<file path="src/design/l1bp_pkg.sv">
`timescale 1ns / 1ps
// shared types and constants for the l1 beta/phi split block
// no dependencies

package l1bp_pkg;

  localparam int DATA_W = 32;
  localparam int LAM_W  = 31;
  localparam int MAG_W  = 31;
  localparam int IDX_W  = 12;
  localparam int CNT_W  = 13;
  localparam int SUM_W  = 64;
  localparam int ROOT_W = 32;
  localparam int IN_W   = 64;
  localparam int OUT_W  = 192;
  localparam int CLS_W  = 2;

  typedef enum logic [CLS_W-1:0] {
    CLS_ZERO_BETA = 2'd0,
    CLS_POS_PHI   = 2'd1,
    CLS_NEG_PHI   = 2'd2,
    CLS_UNSEL     = 2'd3
  } cls_t;

  typedef struct packed {
    logic load_in;
    logic prep;
    logic sel;
    logic square;
    logic accum;
    logic root_start;
    logic push;
  } ctrl_cmd_t;

  typedef struct packed {
    logic last;
    logic root_done;
    logic out_free;
  } ctrl_sts_t;

endpackage

</file>
<file path="src/design/l1bp_isqrt.sv">
`timescale 1ns / 1ps
// iterative 64-bit integer square root; a new start restarts the computation
// depends on l1bp_pkg

module l1bp_isqrt (
  input  logic                          clk,
  input  logic                          rst_n,
  input  logic                          start,
  input  logic [l1bp_pkg::SUM_W-1:0]    operand,
  output logic                          busy,
  output logic [l1bp_pkg::ROOT_W-1:0]   root
);

  localparam int SW = l1bp_pkg::SUM_W;

  logic          busy_r, busy_nxt;
  logic [4:0]    cnt_r, cnt_nxt;
  logic [SW-1:0] rem_r, rem_nxt;
  logic [SW-1:0] res_r, res_nxt;
  logic [SW-1:0] bit_r, bit_nxt;
  logic [SW-1:0] trial;
  logic          fits;

  always_comb begin
    trial    = res_r + bit_r;
    fits     = rem_r >= trial;
    busy_nxt = busy_r;
    cnt_nxt  = cnt_r;
    rem_nxt  = rem_r;
    res_nxt  = res_r;
    bit_nxt  = bit_r;
    if (start) begin
      busy_nxt = 1'b1;
      cnt_nxt  = '0;
      rem_nxt  = operand;
      res_nxt  = '0;
      bit_nxt  = {2'b01, {(SW-2){1'b0}}};
    end else if (busy_r) begin
      rem_nxt = fits ? rem_r - trial : rem_r;
      res_nxt = fits ? (res_r >> 1) + bit_r : res_r >> 1;
      bit_nxt = bit_r >> 2;
      cnt_nxt = cnt_r + 5'd1;
      if (cnt_r == 5'd31) begin
        busy_nxt = 1'b0;
      end
    end
  end

  always_ff @(posedge clk) begin
    if (!rst_n) begin
      busy_r <= 1'b0;
      cnt_r  <= '0;
    end else begin
      busy_r <= busy_nxt;
      cnt_r  <= cnt_nxt;
    end
  end

  always_ff @(posedge clk) begin
    rem_r <= rem_nxt;
    res_r <= res_nxt;
    bit_r <= bit_nxt;
  end

  assign busy = busy_r;
  assign root = res_r[l1bp_pkg::ROOT_W-1:0];

endmodule

</file>
<file path="src/design/l1bp_datapath.sv">
`timescale 1ns / 1ps
// datapath: classification, step value, squares, sums, counters, square roots, output register
// depends on l1bp_pkg and l1bp_isqrt

module l1bp_datapath #(
  parameter int MAX_ELEMENTS = 4096
) (
  input  logic                             clk,
  input  logic                             rst_n,
  input  logic                             cfg_wr_en,
  input  logic [l1bp_pkg::LAM_W-1:0]       cfg_wr_data,
  input  logic [l1bp_pkg::IN_W-1:0]        in_tdata,
  input  logic                             in_tlast,
  input  logic                             out_tready,
  output logic                             out_tvalid,
  output logic [l1bp_pkg::OUT_W-1:0]       out_tdata,
  output logic [l1bp_pkg::CLS_W-1:0]       out_tuser,
  output logic                             out_tlast,
  input  l1bp_pkg::ctrl_cmd_t              cmd,
  output l1bp_pkg::ctrl_sts_t              sts
);

  localparam int DW = l1bp_pkg::DATA_W;
  localparam int SW = l1bp_pkg::SUM_W;
  localparam int PW = $clog2(MAX_ELEMENTS);
  localparam int CW = $clog2(MAX_ELEMENTS + 1);

  logic [l1bp_pkg::LAM_W-1:0] lam_r;
  logic signed [DW-1:0]       x_r, g_r;
  logic                       last_r;
  logic signed [DW:0]         gp_r, gm_r;
  logic signed [DW:0]         xs, pick, lo, hi;
  l1bp_pkg::cls_t             cls_r, cls_nxt;
  logic signed [DW-1:0]       val_r, val_nxt;
  logic [DW-1:0]              abs_r;
  logic [l1bp_pkg::MAG_W-1:0] mag_r;
  logic [SW-1:0]              sq_r;
  logic [SW-1:0]              beta_sum_r, phi_sum_r;
  logic [SW:0]                beta_add, phi_add;
  logic [PW-1:0]              pos_r;
  logic [CW-1:0]              zero_cnt_r, posc_r, negc_r;
  logic [CW:0]                nz_sum;
  logic [CW-1:0]              nz;
  logic [l1bp_pkg::ROOT_W-1:0] root_beta, root_phi, norm_beta, norm_phi;
  logic                       busy_beta, busy_phi;
  logic                       out_tvalid_r;
  logic [l1bp_pkg::OUT_W-1:0] out_tdata_r;
  logic [l1bp_pkg::CLS_W-1:0] out_tuser_r;
  logic                       out_tlast_r;

  always_ff @(posedge clk) begin
    if (!rst_n) begin
      lam_r <= '0;
    end else if (cfg_wr_en) begin
      lam_r <= cfg_wr_data;
    end
  end

  // input capture and lambda offsets
  always_ff @(posedge clk) begin
    if (cmd.load_in) begin
      x_r    <= in_tdata[DW-1:0];
      g_r    <= in_tdata[2*DW-1:DW];
      last_r <= in_tlast;
    end
    if (cmd.prep) begin
      gp_r <= {g_r[DW-1], g_r} + {2'b00, lam_r};
      gm_r <= {g_r[DW-1], g_r} - {2'b00, lam_r};
    end
  end

  // class and step value
  always_comb begin
    xs      = {x_r[DW-1], x_r};
    lo      = (xs < gp_r) ? xs : gp_r;
    hi      = (xs > gm_r) ? xs : gm_r;
    pick    = '0;
    cls_nxt = l1bp_pkg::CLS_UNSEL;
    if (x_r == '0) begin
      if (gp_r < 0) begin
        pick    = gp_r;
        cls_nxt = l1bp_pkg::CLS_ZERO_BETA;
      end else if (gm_r > 0) begin
        pick    = gm_r;
        cls_nxt = l1bp_pkg::CLS_ZERO_BETA;
      end
    end else if (!x_r[DW-1]) begin
      cls_nxt = l1bp_pkg::CLS_POS_PHI;
      pick    = gp_r;
      if (gp_r > 0 && hi < gp_r) begin
        pick = hi;
      end
    end else begin
      cls_nxt = l1bp_pkg::CLS_NEG_PHI;
      pick    = gm_r;
      if (gm_r < 0 && lo > gm_r) begin
        pick = lo;
      end
    end
    if (pick[DW] != pick[DW-1]) begin
      val_nxt = pick[DW] ? {1'b1, {(DW-1){1'b0}}} : {1'b0, {(DW-1){1'b1}}};
    end else begin
      val_nxt = pick[DW-1:0];
    end
  end

  always_ff @(posedge clk) begin
    if (cmd.sel) begin
      cls_r <= cls_nxt;
      val_r <= val_nxt;
      abs_r <= val_nxt[DW-1] ? DW'(-val_nxt) : DW'(val_nxt);
    end
    if (cmd.square) begin
      sq_r  <= abs_r * abs_r;
      mag_r <= abs_r[DW-1] ? {l1bp_pkg::MAG_W{1'b1}} : abs_r[l1bp_pkg::MAG_W-1:0];
    end
  end

  assign beta_add = {1'b0, beta_sum_r} + {1'b0, sq_r};
  assign phi_add  = {1'b0, phi_sum_r} + {1'b0, sq_r};

  // sums and counters
  always_ff @(posedge clk) begin
    if (!rst_n) begin
      beta_sum_r <= '0;
      phi_sum_r  <= '0;
      zero_cnt_r <= '0;
      posc_r     <= '0;
      negc_r     <= '0;
      pos_r      <= '0;
    end else if (cmd.accum) begin
      case (cls_r)
        l1bp_pkg::CLS_ZERO_BETA: begin
          beta_sum_r <= beta_add[SW] ? {SW{1'b1}} : beta_add[SW-1:0];
          if (zero_cnt_r < CW'(MAX_ELEMENTS)) zero_cnt_r <= zero_cnt_r + 1'b1;
        end
        l1bp_pkg::CLS_POS_PHI: begin
          phi_sum_r <= phi_add[SW] ? {SW{1'b1}} : phi_add[SW-1:0];
          if (posc_r < CW'(MAX_ELEMENTS)) posc_r <= posc_r + 1'b1;
        end
        l1bp_pkg::CLS_NEG_PHI: begin
          phi_sum_r <= phi_add[SW] ? {SW{1'b1}} : phi_add[SW-1:0];
          if (negc_r < CW'(MAX_ELEMENTS)) negc_r <= negc_r + 1'b1;
        end
        default: begin
        end
      endcase
    end else if (cmd.push) begin
      if (last_r) begin
        beta_sum_r <= '0;
        phi_sum_r  <= '0;
        zero_cnt_r <= '0;
        posc_r     <= '0;
        negc_r     <= '0;
        pos_r      <= '0;
      end else if (pos_r == PW'(MAX_ELEMENTS - 1)) begin
        pos_r <= '0;
      end else begin
        pos_r <= pos_r + 1'b1;
      end
    end
  end

  assign nz_sum = {1'b0, posc_r} + {1'b0, negc_r};
  assign nz     = (nz_sum > (CW+1)'(MAX_ELEMENTS)) ? CW'(MAX_ELEMENTS) : nz_sum[CW-1:0];

  l1bp_isqrt u_root_beta (
    .clk     (clk),
    .rst_n   (rst_n),
    .start   (cmd.root_start),
    .operand (beta_sum_r),
    .busy    (busy_beta),
    .root    (root_beta)
  );

  l1bp_isqrt u_root_phi (
    .clk     (clk),
    .rst_n   (rst_n),
    .start   (cmd.root_start),
    .operand (phi_sum_r),
    .busy    (busy_phi),
    .root    (root_phi)
  );

  assign norm_beta = last_r ? root_beta : '0;
  assign norm_phi  = last_r ? root_phi : '0;

  // output register
  always_ff @(posedge clk) begin
    if (!rst_n) begin
      out_tvalid_r <= 1'b0;
    end else if (cmd.push) begin
      out_tvalid_r <= 1'b1;
    end else if (out_tready) begin
      out_tvalid_r <= 1'b0;
    end
  end

  always_ff @(posedge clk) begin
    if (cmd.push) begin
      out_tdata_r <= {1'b0, l1bp_pkg::CNT_W'(nz), l1bp_pkg::CNT_W'(negc_r),
                      l1bp_pkg::CNT_W'(posc_r), l1bp_pkg::CNT_W'(zero_cnt_r),
                      norm_phi, norm_beta, mag_r, val_r, l1bp_pkg::IDX_W'(pos_r)};
      out_tuser_r <= cls_r;
      out_tlast_r <= last_r;
    end
  end

  assign out_tvalid    = out_tvalid_r;
  assign out_tdata     = out_tdata_r;
  assign out_tuser     = out_tuser_r;
  assign out_tlast     = out_tlast_r;

  assign sts.last      = last_r;
  assign sts.root_done = !busy_beta && !busy_phi;
  assign sts.out_free  = !out_tvalid_r || out_tready;

endmodule

</file>
<file path="src/design/l1bp_ctrl.sv">
`timescale 1ns / 1ps
// controller state machine sequencing one element through the datapath
// depends on l1bp_pkg

module l1bp_ctrl (
  input  logic                clk,
  input  logic                rst_n,
  input  logic                in_tvalid,
  output logic                in_tready,
  input  l1bp_pkg::ctrl_sts_t sts,
  output l1bp_pkg::ctrl_cmd_t cmd
);

  typedef enum logic [6:0] {
    S_IDLE   = 7'b0000001,
    S_PREP   = 7'b0000010,
    S_SEL    = 7'b0000100,
    S_SQ     = 7'b0001000,
    S_ACC    = 7'b0010000,
    S_ROOT   = 7'b0100000,
    S_PUSH   = 7'b1000000
  } state_t;

  state_t state_r, state_nxt;
  logic   root_wait_r, root_wait_nxt;

  always_comb begin
    state_nxt      = state_r;
    root_wait_nxt  = root_wait_r;
    cmd            = '0;
    case (state_r)
      S_IDLE: begin
        if (in_tvalid) begin
          cmd.load_in = 1'b1;
          state_nxt   = S_PREP;
        end
      end
      S_PREP: begin
        cmd.prep  = 1'b1;
        state_nxt = S_SEL;
      end
      S_SEL: begin
        cmd.sel   = 1'b1;
        state_nxt = S_SQ;
      end
      S_SQ: begin
        cmd.square = 1'b1;
        state_nxt  = S_ACC;
      end
      S_ACC: begin
        cmd.accum     = 1'b1;
        root_wait_nxt = 1'b0;
        state_nxt     = sts.last ? S_ROOT : S_PUSH;
      end
      S_ROOT: begin
        if (!root_wait_r) begin
          cmd.root_start = 1'b1;
          root_wait_nxt  = 1'b1;
        end else if (sts.root_done) begin
          state_nxt = S_PUSH;
        end
      end
      S_PUSH: begin
        if (sts.out_free) begin
          cmd.push  = 1'b1;
          state_nxt = S_IDLE;
        end
      end
      default: begin
        state_nxt = S_IDLE;
      end
    endcase
  end

  always_ff @(posedge clk) begin
    if (!rst_n) begin
      state_r     <= S_IDLE;
      root_wait_r <= 1'b0;
    end else begin
      state_r     <= state_nxt;
      root_wait_r <= root_wait_nxt;
    end
  end

  assign in_tready = (state_r == S_IDLE);

endmodule

</file>
<file path="src/design/l1_beta_phi_split_core.sv">
`timescale 1ns / 1ps
// top level of the l1 beta/phi split block: controller plus datapath
// depends on l1bp_pkg, l1bp_ctrl, l1bp_datapath
//
// channel  | direction | payload
// cfg      | in        | cfg_wr_data = lambda, unsigned q15.16
// in       | in        | tdata = coord, grad; tlast = last element
// out      | out       | tdata = index, step, magnitude, norms, counts; tuser = class
//
// a regular element passes the prep, select, square, accumulate and push states to the output register
// the last element of a vector also waits in the root state for the two 32-step square roots
// a new element is accepted as soon as the previous result sits in the output register
// a stalled output holds the next result in the push state until the register frees
// rst_n is synchronous, active low, and clears lambda, sums, counters and control

module l1_beta_phi_split_core #(
  parameter int MAX_ELEMENTS = 4096
) (
  input  logic                        clk,
  input  logic                        rst_n,
  input  logic                        cfg_wr_en,
  input  logic [l1bp_pkg::LAM_W-1:0]  cfg_wr_data,
  input  logic                        in_tvalid,
  output logic                        in_tready,
  input  logic [l1bp_pkg::IN_W-1:0]   in_tdata,   // coord_value, grad_value
  input  logic                        in_tlast,
  output logic                        out_tvalid,
  input  logic                        out_tready,
  // element_index, step_value, step_magnitude, norm_beta, norm_phi,
  // count_zero_set, count_positive, count_negative, count_nonzero, zero pad
  output logic [l1bp_pkg::OUT_W-1:0]  out_tdata,
  output logic [l1bp_pkg::CLS_W-1:0]  out_tuser,  // class_code
  output logic                        out_tlast
);

  l1bp_pkg::ctrl_cmd_t cmd;
  l1bp_pkg::ctrl_sts_t sts;

  l1bp_ctrl u_ctrl (
    .clk       (clk),
    .rst_n     (rst_n),
    .in_tvalid (in_tvalid),
    .in_tready (in_tready),
    .sts       (sts),
    .cmd       (cmd)
  );

  l1bp_datapath #(
    .MAX_ELEMENTS (MAX_ELEMENTS)
  ) u_dp (
    .clk         (clk),
    .rst_n       (rst_n),
    .cfg_wr_en   (cfg_wr_en),
    .cfg_wr_data (cfg_wr_data),
    .in_tdata    (in_tdata),
    .in_tlast    (in_tlast),
    .out_tready  (out_tready),
    .out_tvalid  (out_tvalid),
    .out_tdata   (out_tdata),
    .out_tuser   (out_tuser),
    .out_tlast   (out_tlast),
    .cmd         (cmd),
    .sts         (sts)
  );

endmodule

</file>
<file path="config.mk">
export PLATFORM = sky130hd
export DESIGN_NAME = l1_beta_phi_split_core
export DESIGN_NICKNAME = d
export VERILOG_FILES = /design/src/design/l1bp_pkg.sv /design/src/design/l1bp_isqrt.sv /design/src/design/l1bp_datapath.sv /design/src/design/l1bp_ctrl.sv /design/src/design/l1_beta_phi_split_core.sv
export SDC_FILE = /design/constraint.sdc
export NUM_CORES = 2
export LEC_CHECK = 0
export BUFFER_PORTS_ARGS = -buffer_cell sky130_fd_sc_hd__buf_4
export CAP_MARGIN = 30
export CORE_UTILIZATION = 70
export DETAILED_ROUTE_END_ITERATION = 8
export PLACE_DENSITY = 0.88
export RECOVER_POWER = 50
export SKIP_CTS_REPAIR_TIMING = 1
export SLEW_MARGIN = 20
export SYNTH_ARGS = -nofsm -noshare
export SYNTH_HDL_FRONTEND = slang
export SYNTH_SLANG_ARGS = --single-unit
</file>
<file path="constraint.sdc">
create_clock -name clk -period 24.4 [get_ports clk]
set_input_delay 6.1 -clock clk [delete_from_list [all_inputs] [get_ports clk]]
set_output_delay 6.1 -clock clk [all_outputs]
set_load 0.005 [all_outputs]
</file>
# [Word level (Yosys, flattened, before mapping)]
# Index checks and enable logic that the tools add are counted.
[op_classes] muxes=69 magnitude_cmp=14 reduce_logical=28 add_sub_neg=18 n_eq_ne=24 bitwise=2 multipliers=1
[ops] op="64-bit two-way mux" count=16
[ops] op="33-bit two-way mux" count=8
[ops] op="13-bit two-way mux" count=11
[ops] op="64-bit by 64-bit adder with 65-bit output" count=2
[ops] op="63-bit by 63-bit adder with 64-bit output" count=2
[ops] op="64-bit by 63-bit adder with 64-bit output" count=2
[ops] op="64-bit >= comparator" count=2
[ops] op="64-bit subtractor" count=2
[ops] op="33-bit by 1-bit > comparator with 1-bit output (second input constant)" count=2
[ops] op="33-bit by 1-bit < comparator with 1-bit output (second input constant)" count=2
[ops] op="32-bit by 32-bit multiplier with 64-bit output" count=1
[ops] op="32-bit two-way mux" count=2
[ops] op="7-bit one-hot mux with 7 select lines" count=1
[ops] op="13-bit by 1-bit adder with 13-bit output (second input constant)" count=3
[ops] op="13-bit < comparator (second input constant)" count=3
[ops] op="7-bit two-way mux" count=5
[ops] op="32-bit by 32-bit adder with 33-bit output" count=1
[ops] op="32-bit by 33-bit > comparator with 1-bit output" count=1
[ops] op="33-bit > comparator" count=1
[ops] op="32-bit by 33-bit < comparator with 1-bit output" count=1
[ops] op="33-bit < comparator" count=1
[ops] op="32-bit by 32-bit subtractor with 33-bit output" count=1
[ops] op="32-bit logical NOT" count=1
[ops] op="32-bit negator" count=1
[ops] op="other kinds (33)" count=84
[totals] input_bits=101 ff_bits=1037 output_inout_bits=197 word_cells=192

# [Logic depth before layout (Yosys ltp)]
[depth] word_depth=11 ltp_mapped=39 mapped_depth_nobuf=33

# [Hierarchy]
# A second synthesis with hierarchy kept.
[hier_totals] cells_unflattened=10807 hier_area_um2=99266.5
[by_module_without_submodules] mod="l1bp_datapath" cells_per_inst=6791 area_per_inst_um2=67683.7 instances=1 seq_area_each_um2=18728.0
[by_module_without_submodules] mod="l1bp_isqrt" cells_per_inst=1979 area_per_inst_um2=15533.6 instances=2 seq_area_each_um2=3963.8
[by_module_without_submodules] mod="l1bp_ctrl" cells_per_inst=58 area_per_inst_um2=515.5 instances=1 seq_area_each_um2=160.2

# [Worst setup path before layout]
# No wires, ideal clock.
[synth_path] kind="input port to flip-flop" start="input port out_tready" end="register u_dp.zero_cnt_r[5]" path_stages=8 n_path_buf=1 t_required_ps=24330 t_arrival_ps=13859 setup_slack_ps=10470 setup_time_ps=70 path_cell_list="nor2b_1 -> nor2b_1 -> clkbuf_1 -> nand2_1 -> a22oi_1 -> nand4_1 -> or3_1 -> a21oi_1"
[synth_rtl] element="from (decl)" line_no="l1_beta_phi_split_core.sv:28" text="input logic out_tready,"
[synth_rtl] element="to (signal assigned)" line_no="l1bp_datapath.sv:135" text="if (zero_cnt_r < CW'(MAX_ELEMENTS)) zero_cnt_r <= zero_cnt_r + 1'b1;"
[synth_rtl] element="to (decl)" line_no="l1bp_datapath.sv:41" text="logic [CW-1:0] zero_cnt_r, posc_r, negc_r;"

# [Worst setup path after layout]
[layout_path] start="register u_dp.abs_r[5]" end="register u_dp.sq_r[60], data pin"
[layout_between] elab_chain_len=1
[layout_rtl] element="from (decl)" line_no="l1bp_datapath.sv:35" text="logic [DW-1:0] abs_r;"
[layout_rtl] element="from (signal assigned)" line_no="l1bp_datapath.sv:111" text="abs_r <= val_nxt[DW-1] ? DW'(-val_nxt) : DW'(val_nxt);"
[layout_rtl] element="32-bit by 32-bit multiplier with 64-bit output" line_no="l1bp_datapath.sv:114" text="sq_r <= abs_r * abs_r;"
[layout_rtl] element="to (signal assigned)" line_no="l1bp_datapath.sv:114"
[layout_rtl] element="to (decl)" line_no="l1bp_datapath.sv:37" text="logic [SW-1:0] sq_r;"
# No other way between the ends.
# A chain may end at the register's enable or synchronous reset.

==> flow_summary.yaml <==
pwr:
  switching_share: 0.413
  pwr-share-clk: 0.225
  seq_power_share: 0.284
  p_leak_nw: 46.7
  pwr-share-comb: 0.490
  power.total_mw: 7.69
  peakVddDrop_mv: 0.118
  p_int_mw: 4.52
  p_sw_mw: 3.17
  p_per_area_mw_per_mm2: 74.6
setup_path:
  r2r-start: "u_dp.abs_r[5]"
  cp-start-kind: "flip-flop"
  r2r-end: "u_dp.sq_r[60]"
  r2r.worst_path.cells: 30
  slowest_delay_ps: 1660
  worstSetupPathType: "reg -> reg"
  critPathArrivalTime_ps: 11620
  regToRegSetupSlack_ps: 13300
  worstPathMaxFanout: 30
  crit_family: "adder cells"
  required_ps: 24920
  cp_slowest_cell: "clkbuf_1"
  critPathCaptureType: "flip-flop"
  critPathBufInv: 6
  cpMostUsedCell: "fa_1"
die:
  die_h_um: 372
  core_mm2: 0.136
  row_count: 135
  io_pins: 298
  die-area_mm2: 0.139
  die_w_um: 372
  start_util: 0.707
cts:
  htree_num_levels: 3
  clockRootBuffer: "clkbuf_16"
  clock_path_buffers: 3
  clk_pin_slew_worst_paths_ps: 70
  cts_made_buffers: 110
  clk_latency_ps: 770
  cts_tree: "built"
  clock-sinks: 1034
synthesis:
  synth_edf_count: 611
  synth_cell_types: 98
  ys_ff_latch: 1034
  netlist_area_mm2: 0.0959
  syn-num-nets: 12100
  ys.warnings.count: 0
  netlist_instances: 10300
  syn_area_per_cell_um2: 9.30
  yosysSeqAreaShare: 0.279
  async_reset_ff_frac: 0
  synth_ff_type: "edfxtp_1"
timing:
  rsz0062_at_grt: "no"
  layout_min_cycle_time_ps: 11100
  period_share: 0.455
  holdWs_ps: 393
  slew_violations: 1095
  setup_violations: 0
  hold_viol: 0
  fin_setup_tns_ps: 0
  maxSlewHeadroom: -3.92
  clock.fmax_mhz: 90.1
  worstMarginPinSlew_ps: 7380
  clock_skew_ps: 77.0
global_routing:
  grt_max_degree: 154
  antenna_found_initial: 3
  grt_usage: 0.405
  grt_pass1_wl_um: 438000
  grt_overflow_total: 0
  grt_pass1_vias: 79500
routing:
  wirelength_um: 283000
  drc: 0
  num_vias: 79400
  ant_nets: 0
  wire_per_inst_um: 23.1
  drt_iter0_markers: 8069
  firstDrtPassIters: 6
  viasPerCell: 6.47
place:
  gp_congestion: 1.00
  io_buffers: 296
  hpwl_um: 212000
worst_hold_path:
  min_delay_path_depth: 0
  min-delay-start: "u_dp.val_r[17]"
  min-delay-path-class: "reg -> reg"
  min_to: "u_dp.out_tdata[29]"
flow_run:
  drv_cap: 17
finish:
  fillerInstances: 9134
  synthToLayoutAreaGrowth_pct: 7.50
  nets: 12200
  post_route_cells_drive_above_1_share: 0.0635
outcome:
  violations: "max-capacitance violations, max-slew violations"
  outcome: "complete, but fails checks"
worst reg2reg max path: cells and delay by family (launching register included):
family | cells | cell delay, ps
buffers and inverters | 6 | 2710
xor gates and xnor gates | 1 | 130
and+or+nand+nor | 4 | 920
DFF | 1 | 320
AOI/OAI and AO/OA | 10 | 2360
adders and majority gates | 9 | 4480
worst max path at each step:
stage	startpoint	to	slack (ps)	cells after the start
2_1_floorplan	out_tready	u_dp.zero_cnt_r[5]	10470	8
3_5_place_dp	u_dp.gm_r[16]	u_dp.abs_r[26]	14410	29
4_1_cts	u_dp.gm_r[16]	u_dp.abs_r[30]	14270	29
6_report	u_dp.abs_r[5]	u_dp.sq_r[60]	13300	30
5_1_grt	u_dp.abs_r[5]	u_dp.sq_r[61]	13170	28
3_3_place_gp	u_dp.gm_r[16]	u_dp.abs_r[26]	14580	29
power by group through the flow:
| stage | sequential [mW] | clock (mW) | combinational, mW |
|---|---|---|---|
| after floorplan | 2.18 | 0 | 2.62 |
| after global placement | 2.21 | 0 | 3.48 |
| after detailed placement | 2.22 | 0 | 3.61 |
| after CTS | 2.18 | 1.74 | 3.65 |
| after global routing | 2.20 | 1.81 | 4.09 |
| final | 2.19 | 1.73 | 3.77 |
cell usage after synthesis (19+ instances only):
library cell / n / area share
inv_1: 1306 / 0.051
ha_1: 878 / 0.11
nand2_1: 816 / 0.032
fa_1: 812 / 0.17
nor2_1: 735 / 0.029
a21oi_1: 708 / 0.037
edfxtp_1: 611 / 0.19
o21ai_0: 467 / 0.024
dfxtp_1: 423 / 0.088
clkbuf_1: 366 / 0.014
xnor2_1: 351 / 0.032
and2_1: 307 / 0.020
a21o_1: 287 / 0.022
xor2_1: 258 / 0.024
a31oi_1: 163 / 0.011
nand3_1: 152 / 0.0079
mux2i_1: 121 / 0.013
o21bai_1: 107 / 0.0084
a221oi_1: 103 / 0.0094
nand4_1: 98 / 0.0064
nor3_1: 93 / 0.0049
nor2b_1: 88 / 0.0057
nand2b_1: 84 / 0.0055
and3_1: 72 / 0.0047
a211oi_1: 70 / 0.0055
o21a_1: 69 / 0.0054
a311oi_1: 56 / 0.0051
or2_2: 54 / 0.0035
nor4_1: 47 / 0.0031
o211ai_1: 47 / 0.0037
o31ai_1: 41 / 0.0032
or3_1: 36 / 0.0023
a31o_2: 30 / 0.0027
a221o_1: 28 / 0.0029
a21boi_0: 26 / 0.0020
mux2_2: 24 / 0.0028
a211o_1: 23 / 0.0021
buf_2: 23 / 0.0012
a2111oi_0: 19 / 0.0017
sequential cells by signal, summed over array words and instances (netlist names), 12 cells and up:
signal and cells:
u_dp.out_tdata 191, u_dp.beta_sum_r 64, u_dp.phi_sum_r 64, u_dp.u_root_beta.rem_r 64
u_dp.u_root_beta.res_r 64, u_dp.u_root_phi.rem_r 64, u_dp.u_root_phi.res_r 64, u_dp.sq_r 63
u_dp.gm_r 33, u_dp.abs_r 32, u_dp.g_r 32, u_dp.gp_r 32
u_dp.u_root_beta.bit_r 32, u_dp.u_root_phi.bit_r 32, u_dp.x_r 32, u_dp.lam_r 31
u_dp.mag_r 31, u_dp.val_r 31, u_dp.negc_r 13, u_dp.posc_r 13
u_dp.zero_cnt_r 13, u_dp.pos_r 12
metal layers:
metal / up-vias / global-route usage / wire, um
li1: 35700 / - / -
met1: 38400 / 0.508 / 107000
met2: 4281 / 0.657 / 131000
met3: 978 / 0.0751 / 26000
met4: 4 / 0.234 / 19100
met5: - / 0 / 27
kinds of logic (layout without fill, tap and decap cells):
kind of cell             Yosys count  after routing  share of synthesized area
AND/OR/NAND/NOR                 2670           2670                      0.133
AO/OA/AOI/OAI                   2442           2442                      0.165
buffers and inverters           1726           1900                     0.0682
adder cells (fa/ha/maj)         1690           1690                      0.284
flip-flops                      1034           1034                      0.279
XOR/XNOR                         609            609                     0.0556
multiplexers                     145            145                     0.0154
other                              1              2                  0.0000391
cell usage in the layout (no fill, tap or decap), types with 40 or more instances in the layout:
| cell | instances |
|---|---|
| edfxtp_1 | 611 |
| nor3_1 | 93 |
| a21oi_1 | 708 |
| a21o_1 | 287 |
| or2_2 | 53 |
| a31oi_1 | 163 |
| buf_4 | 288 |
| nand4_1 | 98 |
| o21bai_1 | 107 |
| ha_1 | 878 |
| and2_1 | 266 |
| o21a_1 | 69 |
| a311oi_1 | 55 |
| nand3_1 | 152 |
| dfxtp_1 | 421 |
| o211ai_1 | 47 |
| xor2_1 | 258 |
| nand2_1 | 813 |
| o21ai_0 | 467 |
| nor2_1 | 734 |
| nor2b_1 | 87 |
| a211oi_1 | 70 |
| inv_1 | 1303 |
| clkbuf_4 | 46 |
| xnor2_1 | 351 |
| mux2i_1 | 121 |
| clkbuf_1 | 54 |
| and3_1 | 72 |
| clkbuf_16 | 114 |
| o31ai_1 | 40 |
| nor4_1 | 47 |
| a221oi_1 | 103 |
| nand2b_1 | 84 |
| fa_1 | 812 |
stage by stage:
stage,utilization,instance area (um2),instances,setup slack (ps)
floorplan,-,95900,10300,10470
global placement,0.733,99500,12100,14580
detailed placement,0.733,99500,12100,14410
CTS,0.760,103000,12300,14270
global route,0.759,103000,12300,13170
finish,0.760,103000,12300,13300
area by class of cell:
type                    instances  area [um2]  share of cell area
clock inverters                66         642             0.00622
inverters                    1315        4940              0.0479
clock buffers                 142        3080              0.0298
multi-input cells            7557       62700               0.608
repair buffers                377        2760              0.0267
diodes                          1        2.50           0.0000243
well taps                    1781        2230              0.0216
flip-flops and latches       1034       26800               0.260
Power figures use the tool's default switching activity.
